**config.mk**
```make
export PLATFORM = sky130hd
export DESIGN_NAME = string_escape_decoder_flat
export DESIGN_NICKNAME = d
export VERILOG_FILES = /design/src/rtl/sed_pkg.sv /design/src/rtl/sed_req_if.sv /design/src/rtl/sed_rsp_if.sv /design/src/rtl/sed_front.sv /design/src/rtl/sed_queue.sv /design/src/rtl/sed_back.sv /design/src/rtl/string_escape_decoder.sv /design/src/flat_wrapper.sv
export SDC_FILE = /design/constraint.sdc
export NUM_CORES = 1
export LEC_CHECK = 0
export ABC_AREA = 1
export BUFFER_PORTS_ARGS = -buffer_cell sky130_fd_sc_hd__buf_4
export CORE_MARGIN = 2
export CORE_UTILIZATION = 35
export CTS_BUF_LIST = sky130_fd_sc_hd__clkbuf_4
export DETAILED_ROUTE_END_ITERATION = 16
export GPL_ROUTABILITY_DRIVEN = 0
export PLACE_DENSITY_LB_ADDON = 0.3
export SETUP_SLACK_MARGIN = 0.3
export SYNTH_ARGS = -nofsm -noshare
export SYNTH_HDL_FRONTEND = slang
export SYNTH_SLANG_ARGS = --single-unit
```
**constraint.sdc**
```tcl
create_clock -name clock -period 5.47 [get_ports clock]
set_input_delay 1.094 -clock clock [delete_from_list [all_inputs] [get_ports clock]]
set_output_delay 1.094 -clock clock [all_outputs]
set_load 0.005 [all_outputs]
```
**src/rtl/sed_pkg.sv**
```systemverilog
package sed_pkg;

   // Decoder modes held by the front end
   typedef enum logic [3:0] {
      MODE_PLAIN,
      MODE_ESC,
      MODE_CR,
      MODE_OCT,
      MODE_HEXX,
      MODE_HEXU,
      MODE_DISCARD
   } mode_type;

   // Result error codes
   localparam logic [1:0] ERR_NONE = 2'd0;
   localparam logic [1:0] ERR_HEX  = 2'd1;
   localparam logic [1:0] ERR_CUT  = 2'd2;

   // Most results one input item can cause
   localparam int MAX_BYTES = 4;

   // Queue between front and back end
   localparam int QUEUE_DEPTH = 4;
   localparam int QPTR_W      = $clog2(QUEUE_DEPTH);

   // Work for the back end: up to four decoded bytes, then an optional
   // status result (end of string and/or error)
   typedef struct packed {
      logic [2:0]                  num_bytes;
      logic [MAX_BYTES-1:0][7:0]   data;
      logic                        tail_valid;
      logic                        tail_done;
      logic [1:0]                  tail_error;
   } bundle_type;

endpackage

```
**src/rtl/sed_req_if.sv**
```systemverilog
interface sed_req_if;
   logic       valid;
   logic       ready;
   logic       kind;
   logic [7:0] in_byte;

   modport source (output valid, output kind, output in_byte, input ready);
   modport sink   (input valid, input kind, input in_byte, output ready);
endinterface

```
**src/rtl/sed_rsp_if.sv**
```systemverilog
interface sed_rsp_if;
   logic       valid;
   logic       ready;
   logic [7:0] out_byte;
   logic       has_byte;
   logic       string_done;
   logic [1:0] error_code;

   modport source (output valid, output out_byte, output has_byte, output string_done,
                   output error_code, input ready);
   modport sink   (input valid, input out_byte, input has_byte, input string_done,
                   input error_code, output ready);
endinterface

```
**src/rtl/sed_front.sv**
```systemverilog
module sed_front (
   input  logic                clock,
   input  logic                reset,
   sed_req_if.sink             req_chan,
   input  logic                q_full,
   output logic                q_push,
   output sed_pkg::bundle_type q_data
);
   import sed_pkg::*;

   // Byte codes the decoder looks for
   localparam logic [7:0] CH_LF        = 8'h0a;
   localparam logic [7:0] CH_CR        = 8'h0d;
   localparam logic [7:0] CH_BACKSLASH = 8'h5c;
   localparam logic [7:0] CH_ZERO      = 8'h30;
   localparam logic [7:0] CH_SEVEN     = 8'h37;
   localparam logic [7:0] CH_NINE      = 8'h39;
   localparam logic [7:0] CH_UP_A      = 8'h41;
   localparam logic [7:0] CH_UP_F      = 8'h46;
   localparam logic [7:0] CH_LO_A      = 8'h61;
   localparam logic [7:0] CH_LO_F      = 8'h66;
   localparam logic [7:0] CH_N         = 8'h6e;
   localparam logic [7:0] CH_R         = 8'h72;
   localparam logic [7:0] CH_A         = 8'h61;
   localparam logic [7:0] CH_T         = 8'h74;
   localparam logic [7:0] CH_B         = 8'h62;
   localparam logic [7:0] CH_V         = 8'h76;
   localparam logic [7:0] CH_F         = 8'h66;
   localparam logic [7:0] CH_X         = 8'h78;
   localparam logic [7:0] CH_LO_U      = 8'h75;
   localparam logic [7:0] CH_UP_U      = 8'h55;

   mode_type    mode_ff, mode_in;
   logic [31:0] acc_ff, acc_in;
   logic [3:0]  digits_ff, digits_in;
   logic        accept;
   bundle_type  bundle;

   // Hex digit value, bit 4 set when the byte is a hex digit
   function automatic logic [4:0] hex_value(input logic [7:0] b);
      logic [4:0] res;
      res = 5'd0;
      if (b >= CH_ZERO && b <= CH_NINE)
         res = {1'b1, 4'(b - CH_ZERO)};
      else if (b >= CH_UP_A && b <= CH_UP_F)
         res = {1'b1, 4'(b - CH_UP_A + 8'd10)};
      else if (b >= CH_LO_A && b <= CH_LO_F)
         res = {1'b1, 4'(b - CH_LO_A + 8'd10)};
      return res;
   endfunction

   assign req_chan.ready = !q_full;
   assign accept         = req_chan.valid && !q_full;

   // Classify one item: next decoder state and the results it causes
   always_comb begin
      logic [7:0]  b;
      logic [2:0]  n;
      logic [4:0]  hv;
      logic [31:0] u;
      logic [3:0]  dig_dec;
      logic [7:0]  oct_val;

      b       = req_chan.in_byte;
      n       = 3'd0;
      hv      = hex_value(b);
      u       = {acc_ff[27:0], hv[3:0]};
      dig_dec = digits_ff - 4'd1;
      oct_val = {acc_ff[4:0], 3'(b - CH_ZERO)};

      mode_in   = mode_ff;
      acc_in    = acc_ff;
      digits_in = digits_ff;
      bundle    = '0;

      if (req_chan.kind) begin
         // end of string: flush any open escape, then clear state
         case (mode_ff)
            MODE_ESC, MODE_HEXX, MODE_HEXU: begin
               bundle.tail_error = ERR_CUT;
            end
            MODE_OCT: begin
               bundle.data[0] = acc_ff[7:0];
               n = 3'd1;
            end
            default: begin
            end
         endcase
         bundle.tail_valid = 1'b1;
         bundle.tail_done  = 1'b1;
         mode_in   = MODE_PLAIN;
         acc_in    = '0;
         digits_in = '0;
      end else begin
         case (mode_ff)
            MODE_ESC: begin
               mode_in = MODE_PLAIN;
               case (b)
                  CH_LF: begin
                  end
                  CH_CR: mode_in = MODE_CR;
                  CH_N: begin bundle.data[0] = 8'h0a; n = 3'd1; end
                  CH_R: begin bundle.data[0] = 8'h0d; n = 3'd1; end
                  CH_A: begin bundle.data[0] = 8'h07; n = 3'd1; end
                  CH_T: begin bundle.data[0] = 8'h09; n = 3'd1; end
                  CH_B: begin bundle.data[0] = 8'h08; n = 3'd1; end
                  CH_V: begin bundle.data[0] = 8'h0b; n = 3'd1; end
                  CH_F: begin bundle.data[0] = 8'h0c; n = 3'd1; end
                  CH_X: begin
                     acc_in = '0; digits_in = 4'd2; mode_in = MODE_HEXX;
                  end
                  CH_LO_U: begin
                     acc_in = '0; digits_in = 4'd4; mode_in = MODE_HEXU;
                  end
                  CH_UP_U: begin
                     acc_in = '0; digits_in = 4'd8; mode_in = MODE_HEXU;
                  end
                  default: begin
                     if (b >= CH_ZERO && b <= CH_SEVEN) begin
                        acc_in    = {24'd0, 8'(b - CH_ZERO)};
                        digits_in = 4'd2;
                        mode_in   = MODE_OCT;
                     end else begin
                        bundle.data[0] = b;
                        n = 3'd1;
                     end
                  end
               endcase
            end
            MODE_CR: begin
               // optional LF after backslash-CR is swallowed
               mode_in = MODE_PLAIN;
               if (b != CH_LF) begin
                  if (b == CH_BACKSLASH) mode_in = MODE_ESC;
                  else begin
                     bundle.data[0] = b;
                     n = 3'd1;
                  end
               end
            end
            MODE_OCT: begin
               if (b >= CH_ZERO && b <= CH_SEVEN) begin
                  acc_in    = {24'd0, oct_val};
                  digits_in = dig_dec;
                  if (dig_dec == 4'd0) begin
                     bundle.data[0] = oct_val;
                     n = 3'd1;
                     mode_in   = MODE_PLAIN;
                     acc_in    = '0;
                     digits_in = '0;
                  end
               end else begin
                  // escape ended early: send its value, then take the byte as text
                  bundle.data[0] = acc_ff[7:0];
                  n = 3'd1;
                  mode_in   = MODE_PLAIN;
                  acc_in    = '0;
                  digits_in = '0;
                  if (b == CH_BACKSLASH) mode_in = MODE_ESC;
                  else begin
                     bundle.data[1] = b;
                     n = 3'd2;
                  end
               end
            end
            MODE_HEXX, MODE_HEXU: begin
               if (!hv[4]) begin
                  bundle.tail_valid = 1'b1;
                  bundle.tail_error = ERR_HEX;
                  mode_in   = MODE_DISCARD;
                  acc_in    = '0;
                  digits_in = '0;
               end else begin
                  acc_in    = u;
                  digits_in = dig_dec;
                  if (dig_dec == 4'd0) begin
                     if (mode_ff == MODE_HEXX) begin
                        bundle.data[0] = u[7:0];
                        n = 3'd1;
                     end else if (u <= 32'h7f) begin
                        bundle.data[0] = u[7:0];
                        n = 3'd1;
                     end else if (u <= 32'h7ff) begin
                        bundle.data[0] = 8'hc0 | {3'd0, u[10:6]};
                        bundle.data[1] = 8'h80 | {2'd0, u[5:0]};
                        n = 3'd2;
                     end else if (u <= 32'hffff) begin
                        bundle.data[0] = 8'he0 | {4'd0, u[15:12]};
                        bundle.data[1] = 8'h80 | {2'd0, u[11:6]};
                        bundle.data[2] = 8'h80 | {2'd0, u[5:0]};
                        n = 3'd3;
                     end else begin
                        bundle.data[0] = 8'hf0 | {5'd0, u[20:18]};
                        bundle.data[1] = 8'h80 | {2'd0, u[17:12]};
                        bundle.data[2] = 8'h80 | {2'd0, u[11:6]};
                        bundle.data[3] = 8'h80 | {2'd0, u[5:0]};
                        n = 3'd4;
                     end
                     mode_in   = MODE_PLAIN;
                     acc_in    = '0;
                     digits_in = '0;
                  end
               end
            end
            MODE_DISCARD: begin
            end
            default: begin
               mode_in = MODE_PLAIN;
               if (b == CH_BACKSLASH) mode_in = MODE_ESC;
               else begin
                  bundle.data[0] = b;
                  n = 3'd1;
               end
            end
         endcase
      end
      bundle.num_bytes = n;
   end

   // Only items that cause results go to the queue
   assign q_push = accept && (bundle.num_bytes != 3'd0 || bundle.tail_valid);
   assign q_data = bundle;

   // Decoder state
   always_ff @(posedge clock) begin
      if (reset) begin
         mode_ff   <= MODE_PLAIN;
         acc_ff    <= '0;
         digits_ff <= '0;
      end else if (accept) begin
         mode_ff   <= mode_in;
         acc_ff    <= acc_in;
         digits_ff <= digits_in;
      end
   end

endmodule

```
**src/rtl/sed_queue.sv**
```systemverilog
module sed_queue (
   input  logic                clock,
   input  logic                reset,
   input  logic                push,
   input  sed_pkg::bundle_type push_data,
   output logic                full,
   input  logic                pop,
   output sed_pkg::bundle_type head,
   output logic                empty
);
   import sed_pkg::*;

   bundle_type          entry_ff [QUEUE_DEPTH];
   logic [QPTR_W-1:0]   wr_ptr_ff, wr_ptr_in;
   logic [QPTR_W-1:0]   rd_ptr_ff, rd_ptr_in;
   logic [QPTR_W:0]     count_ff, count_in;
   logic                do_push, do_pop;

   assign full    = (count_ff == (QPTR_W+1)'(QUEUE_DEPTH));
   assign empty   = (count_ff == '0);
   assign do_push = push && !full;
   assign do_pop  = pop && !empty;
   assign head    = entry_ff[rd_ptr_ff];

   // Pointer and fill count update
   always_comb begin
      wr_ptr_in = do_push ? wr_ptr_ff + 1'b1 : wr_ptr_ff;
      rd_ptr_in = do_pop ? rd_ptr_ff + 1'b1 : rd_ptr_ff;
      count_in  = count_ff;
      if (do_push && !do_pop) count_in = count_ff + 1'b1;
      else if (!do_push && do_pop) count_in = count_ff - 1'b1;
   end

   always_ff @(posedge clock) begin
      if (reset) begin
         wr_ptr_ff <= '0;
         rd_ptr_ff <= '0;
         count_ff  <= '0;
      end else begin
         wr_ptr_ff <= wr_ptr_in;
         rd_ptr_ff <= rd_ptr_in;
         count_ff  <= count_in;
      end
   end

   // Entry storage
   always_ff @(posedge clock) begin
      if (do_push) entry_ff[wr_ptr_ff] <= push_data;
   end

endmodule

```
**src/rtl/sed_back.sv**
```systemverilog
module sed_back (
   input  logic                clock,
   input  logic                reset,
   input  sed_pkg::bundle_type head,
   input  logic                q_empty,
   output logic                q_pop,
   sed_rsp_if.source           rsp_chan
);
   import sed_pkg::*;

   logic [2:0] idx_ff, idx_in;
   logic       valid_ff, valid_in;
   logic [7:0] byte_ff, byte_in;
   logic       has_ff, has_in;
   logic       done_ff, done_in;
   logic [1:0] err_ff, err_in;
   logic       load;
   logic [2:0] total;

   assign load  = !q_empty && (!valid_ff || rsp_chan.ready);
   assign total = head.num_bytes + {2'd0, head.tail_valid};
   assign q_pop = load && (idx_ff + 3'd1 == total);

   // Pick the next result of the head bundle
   always_comb begin
      idx_in   = idx_ff;
      valid_in = valid_ff;
      byte_in  = byte_ff;
      has_in   = has_ff;
      done_in  = done_ff;
      err_in   = err_ff;
      if (valid_ff && rsp_chan.ready) valid_in = 1'b0;
      if (load) begin
         valid_in = 1'b1;
         if (idx_ff < head.num_bytes) begin
            byte_in = head.data[idx_ff[1:0]];
            has_in  = 1'b1;
            done_in = 1'b0;
            err_in  = ERR_NONE;
         end else begin
            byte_in = 8'd0;
            has_in  = 1'b0;
            done_in = head.tail_done;
            err_in  = head.tail_error;
         end
         idx_in = q_pop ? 3'd0 : idx_ff + 3'd1;
      end
   end

   always_ff @(posedge clock) begin
      if (reset) begin
         idx_ff   <= '0;
         valid_ff <= 1'b0;
      end else begin
         idx_ff   <= idx_in;
         valid_ff <= valid_in;
      end
   end

   // Output payload register
   always_ff @(posedge clock) begin
      byte_ff <= byte_in;
      has_ff  <= has_in;
      done_ff <= done_in;
      err_ff  <= err_in;
   end

   assign rsp_chan.valid       = valid_ff;
   assign rsp_chan.out_byte    = byte_ff;
   assign rsp_chan.has_byte    = has_ff;
   assign rsp_chan.string_done = done_ff;
   assign rsp_chan.error_code  = err_ff;

endmodule

```
**src/rtl/string_escape_decoder.sv**
```systemverilog
// Path: the results of an item are written to a queue entry at its input transfer and
// are moved one at a time into the output register, which back-pressure can hold.
// Throughput: one input item per cycle while the queue is not full; the back end sends
// one result per cycle while the receiver is ready; the 4-entry queue buffers pending items.
// Reset (synchronous, active high) returns the decoder to plain text and empties
// the queue and output register.
module string_escape_decoder (
   input  logic      clock,
   input  logic      reset,
   sed_req_if.sink   req_chan,
   sed_rsp_if.source rsp_chan
);
   import sed_pkg::*;

   logic       q_push, q_pop, q_full, q_empty;
   bundle_type q_in, q_head;

   sed_front u_front (
      .clock    (clock),
      .reset    (reset),
      .req_chan (req_chan),
      .q_full   (q_full),
      .q_push   (q_push),
      .q_data   (q_in)
   );

   sed_queue u_queue (
      .clock     (clock),
      .reset     (reset),
      .push      (q_push),
      .push_data (q_in),
      .full      (q_full),
      .pop       (q_pop),
      .head      (q_head),
      .empty     (q_empty)
   );

   sed_back u_back (
      .clock    (clock),
      .reset    (reset),
      .head     (q_head),
      .q_empty  (q_empty),
      .q_pop    (q_pop),
      .rsp_chan (rsp_chan)
   );

endmodule

```
**src/flat_wrapper.sv**
```systemverilog
// flat-port wrapper written by rule: the top's interface ports become plain ports
module string_escape_decoder_flat import sed_pkg::*;
  (clock, reset, req_chan_valid, req_chan_kind, req_chan_in_byte, req_chan_ready, rsp_chan_valid, rsp_chan_out_byte, rsp_chan_has_byte, rsp_chan_string_done, rsp_chan_error_code, rsp_chan_ready);
  sed_req_if req_chan_i ();
  sed_rsp_if rsp_chan_i ();
  input  logic clock;
  input  logic reset;
  input wire logic [$bits(req_chan_i.valid)-1:0] req_chan_valid;
  input wire logic [$bits(req_chan_i.kind)-1:0] req_chan_kind;
  input wire logic [$bits(req_chan_i.in_byte)-1:0] req_chan_in_byte;
  output wire logic [$bits(req_chan_i.ready)-1:0] req_chan_ready;
  output wire logic [$bits(rsp_chan_i.valid)-1:0] rsp_chan_valid;
  output wire logic [$bits(rsp_chan_i.out_byte)-1:0] rsp_chan_out_byte;
  output wire logic [$bits(rsp_chan_i.has_byte)-1:0] rsp_chan_has_byte;
  output wire logic [$bits(rsp_chan_i.string_done)-1:0] rsp_chan_string_done;
  output wire logic [$bits(rsp_chan_i.error_code)-1:0] rsp_chan_error_code;
  input wire logic [$bits(rsp_chan_i.ready)-1:0] rsp_chan_ready;
  assign req_chan_i.valid = req_chan_valid;
  assign req_chan_i.kind = req_chan_kind;
  assign req_chan_i.in_byte = req_chan_in_byte;
  assign req_chan_ready = req_chan_i.ready;
  assign rsp_chan_valid = rsp_chan_i.valid;
  assign rsp_chan_out_byte = rsp_chan_i.out_byte;
  assign rsp_chan_has_byte = rsp_chan_i.has_byte;
  assign rsp_chan_string_done = rsp_chan_i.string_done;
  assign rsp_chan_error_code = rsp_chan_i.error_code;
  assign rsp_chan_i.ready = rsp_chan_ready;
  string_escape_decoder u_core (.clock(clock), .reset(reset), .req_chan(req_chan_i), .rsp_chan(rsp_chan_i));
endmodule
```
==> metrics.yaml <==
status: "finished clean"
ys_ff_latch: 209
numPortBuffers: 26
cts_resized: 0
path_max_fanout: 19
hold_violations: 0
synth_compound_area_share_pct: 16.72
setup_viol: 0
rsz0062_at_grt: "no"
setup_tns_ns: 0
cts.sinks: 209
yosys.area_share.simple_pct: 18.74
muxShareOfSynthArea_pct: 0
yosysSeqAreaShare_pct: 54.94
ios: 27
grt_pass1_wl_microns: 45110
cts_tree: "done"
dp_slack_ns: 1.107
powerDensity_nw_per_um2: 389.2
tightest_slew_ns: 1.182
slowest_stage: "nor2_4"
cts_root_buf: "clkbuf_4"
synth_edf_count: 160
yosys_most_used_dff: "edfxtp_1"
r2r_cells: 15
cts.path.max_buffers: 3
cts.clk_slew.worst_paths_ns: 0.06
slew_headroom_pct: 20.77
avgRoutedWirePerCell_microns: 17.48
slowest_delay_ns: 0.51
grtUsageTotal_pct: 18.27
first_pass_iters: 5
die-height_microns: 177.5
clock_latency_ns: 0.72
synth_xor_area_share_pct: 0.8317
grt_start_max_net_pins: 49
arrival_ns: 4.06
initial_utilization_pct: 35.53
synth.largest_area_cell: "edfxtp_1"
p_seq_share_pct: 43.8
antenna_found_initial: 1
coreArea_sq_um: 29640
routed_wl_microns: 28790
drive_gt1_share_pct: 14.89
synth_fa_ha_area_share_pct: 2.685
design_area_sq_um: 11880
setup_slack_ns: 1.755
hpwlAfterDp_microns: 19310
netSwitchingFraction_pct: 33.50
rows: 63
crit_required_ns: 5.81
drt-initial-drc-count: 983
synth_top_family_by_area: "simple AND/OR/NAND/NOR gates"
worstSetupPathType: "in2reg"
die_area_sq_um: 31490
syn_avg_cell_area_sq_um: 9.039
synthToLayoutAreaGrowth_pct: 12.86
grt_remaining_overflow: 0
ir_worst_vdd_uv: 145.5
ff_latch_area_sq_um: 5787
internal_power_uw: 3076
post-route-drc-count: 0
synthTopCellsByArea: "edfxtp_1 (46%), dfxtp_1 (9.3%), o21ai_0 (6.8%)"
async_reset_ff_share_pct: 0
max_cap_viol_count: 0
synth_common_cells: "nor2_1 (186), edfxtp_1 (160), nand2_1 (155)"
ant_nets: 0
nFillCells: 3019
yosys_warnings: 0
comb_power_share_pct: 25.8
h-tree-depth: 2
whs_ns: 0.4616
rrSetupSlack_ns: 1.78
synth_cells: 1165
synth.most_common_cell: "nor2_1"
hold_buffers: 0
power_leakage_uw: 0.004502
vias: 8797
cp-end-kind: "flop"
whs_path_depth: 2
cts_buffers: 56
fmax_mhz: 269.2
skew_ns: 0.07719
dpl_cell_area_sq_um: 11130
fin_nets: 1246
cp-start-kind: "input pin"
hp-class: "reg2reg"
report.final.slew_viol_count: 0
yosys.cell_types.count: 48
p_sw_uw: 1549
die_w_microns: 177.5
drt-vias-per-instance: 5.341
multi_input_area_sq_um: 4139
fin_crit_sh_pct: 67.91
crit_chain: "buf_4 -> inv_1 -> ha_1 -> inv_1 -> nand2_1 -> nand3_1 -> nand3_1 -> nand2_4 -> nand3_4 -> nand2_4 -> nor2_8 -> nand2_4 -> nand2_2 -> inv_1 -> nand2_2 -> nor2_2 -> nor2_4 -> inv_2 -> nor2_4 -> buf_4"
yosysTopAreaCellShare_pct: 45.63
pwr-share-clk_pct: 30.4
postCtsSetupBuffers: 0
dp_cells: 1543
grt_pass1_vias: 8203
synth_area_sq_um: 10530
syn_nets: 1200
finalNonFillerCells: 1647
period_needed_ns: 3.715
-- power by group through the flow --
stage	Combinational [uW]	Sequential (uW)	Clock [uW]
after floorplan	825	2010	0
after global placement	1190	2060	0
after detailed placement	1200	2060	0
after CTS	1200	2030	1450
after global routing	1330	2040	1530
final	1190	2020	1410
-- final timing paths --
| check | to | from |
|---|---|---|
| worst max-delay path | u_core.u_queue.entry_ff[0][36] | req_chan_in_byte[1] |
| worst min-delay path | u_core.u_front.mode_ff[3] | u_core.u_front.mode_ff[3] |
| worst min register to register | u_core.u_front.mode_ff[3] | u_core.u_front.mode_ff[3] |
| worst max register to register | u_core.u_queue.entry_ff[0][36] | u_core.u_front.digits_ff[0] |
-- cell families (layout without fill, tap and decap cells) --
family / after synthesis / count (layout)
simple gates: 457 / 457
compound gates: 309 / 309
flops: 209 / 209
buf+inv: 158 / 249
fa+ha+maj: 22 / 22
xor+xnor: 10 / 10
other cells: 0 / 1
-- registers in the layout, indices dropped and copies added (netlist names), named ones only --
| name | flops |
|---|---|
| u_core.u_back.rsp_chan.error_code | 2 |
| u_core.u_back.rsp_chan.has_byte | 1 |
| u_core.u_front.digits_ff | 4 |
| u_core.u_back.rsp_chan.out_byte | 8 |
| u_core.u_queue.entry_ff | 148 |
| u_core.u_queue.wr_ptr_ff | 2 |
| u_core.u_queue.count_ff | 3 |
| u_core.u_back.idx_ff | 3 |
| u_core.u_queue.rd_ptr_ff | 2 |
| u_core.u_back.rsp_chan.valid | 1 |
| u_core.u_front.acc_ff | 28 |
| u_core.u_back.rsp_chan.string_done | 1 |
| u_core.u_front.mode_ff | 4 |
-- per-layer routing --
layer / GRT usage, % / share of wire (%)
met1: 24.61 / 44
met2: 29.31 / 46
met3: 3.728 / 7.7
met4: 6.148 / 2.5
met5: 0 / 0
-- final cells by class --
class	count	share of cell area (%)
multi-input combinational	798	34.83
tap	390	4.106
antenna	1	0.02106
clock buffer	93	5.875
inverter	104	3.369
sequential	209	48.69
clock inverter	10	0.4527
timing repair buffer	42	2.653
-- layout by cell type (no fill, tap or decap), drive strengths merged, types with 2 or more instances in the layout --
master   count
a211oi      12
a21oi       82
a22oi        3
a31oi        7
buf         42
clkbuf      93
clkinv       9
dfxtp       49
edfxtp     160
ha          21
inv        104
nand2      166
nand3       71
nand4       12
nor2       196
nor3         9
o2111ai      2
o211ai      12
o21ai      144
o221ai      19
o22ai       20
o31ai        2
xnor2        2
xor2         8
-- stage by stage --
| step | power (uW) | util, % |
|---|---|---|
| final | 4625 | 40.10 |
| after global routing | 4907 | 40.10 |
| after CTS | 4678 | 40.09 |
| after detailed placement | 3257 | 37.55 |
| after global placement | 3248 | 37.55 |
| after floorplan | 2835 | - |
-- worst max-delay path, delay by kind of cell --
family	cells	cell delay (ns)
buffers and inverters	6	0.91
AND/OR/NAND/NOR	13	1.74
adder cells (fa/ha/maj)	1	0.31
Note: power is estimated with default switching activity, not from simulation.
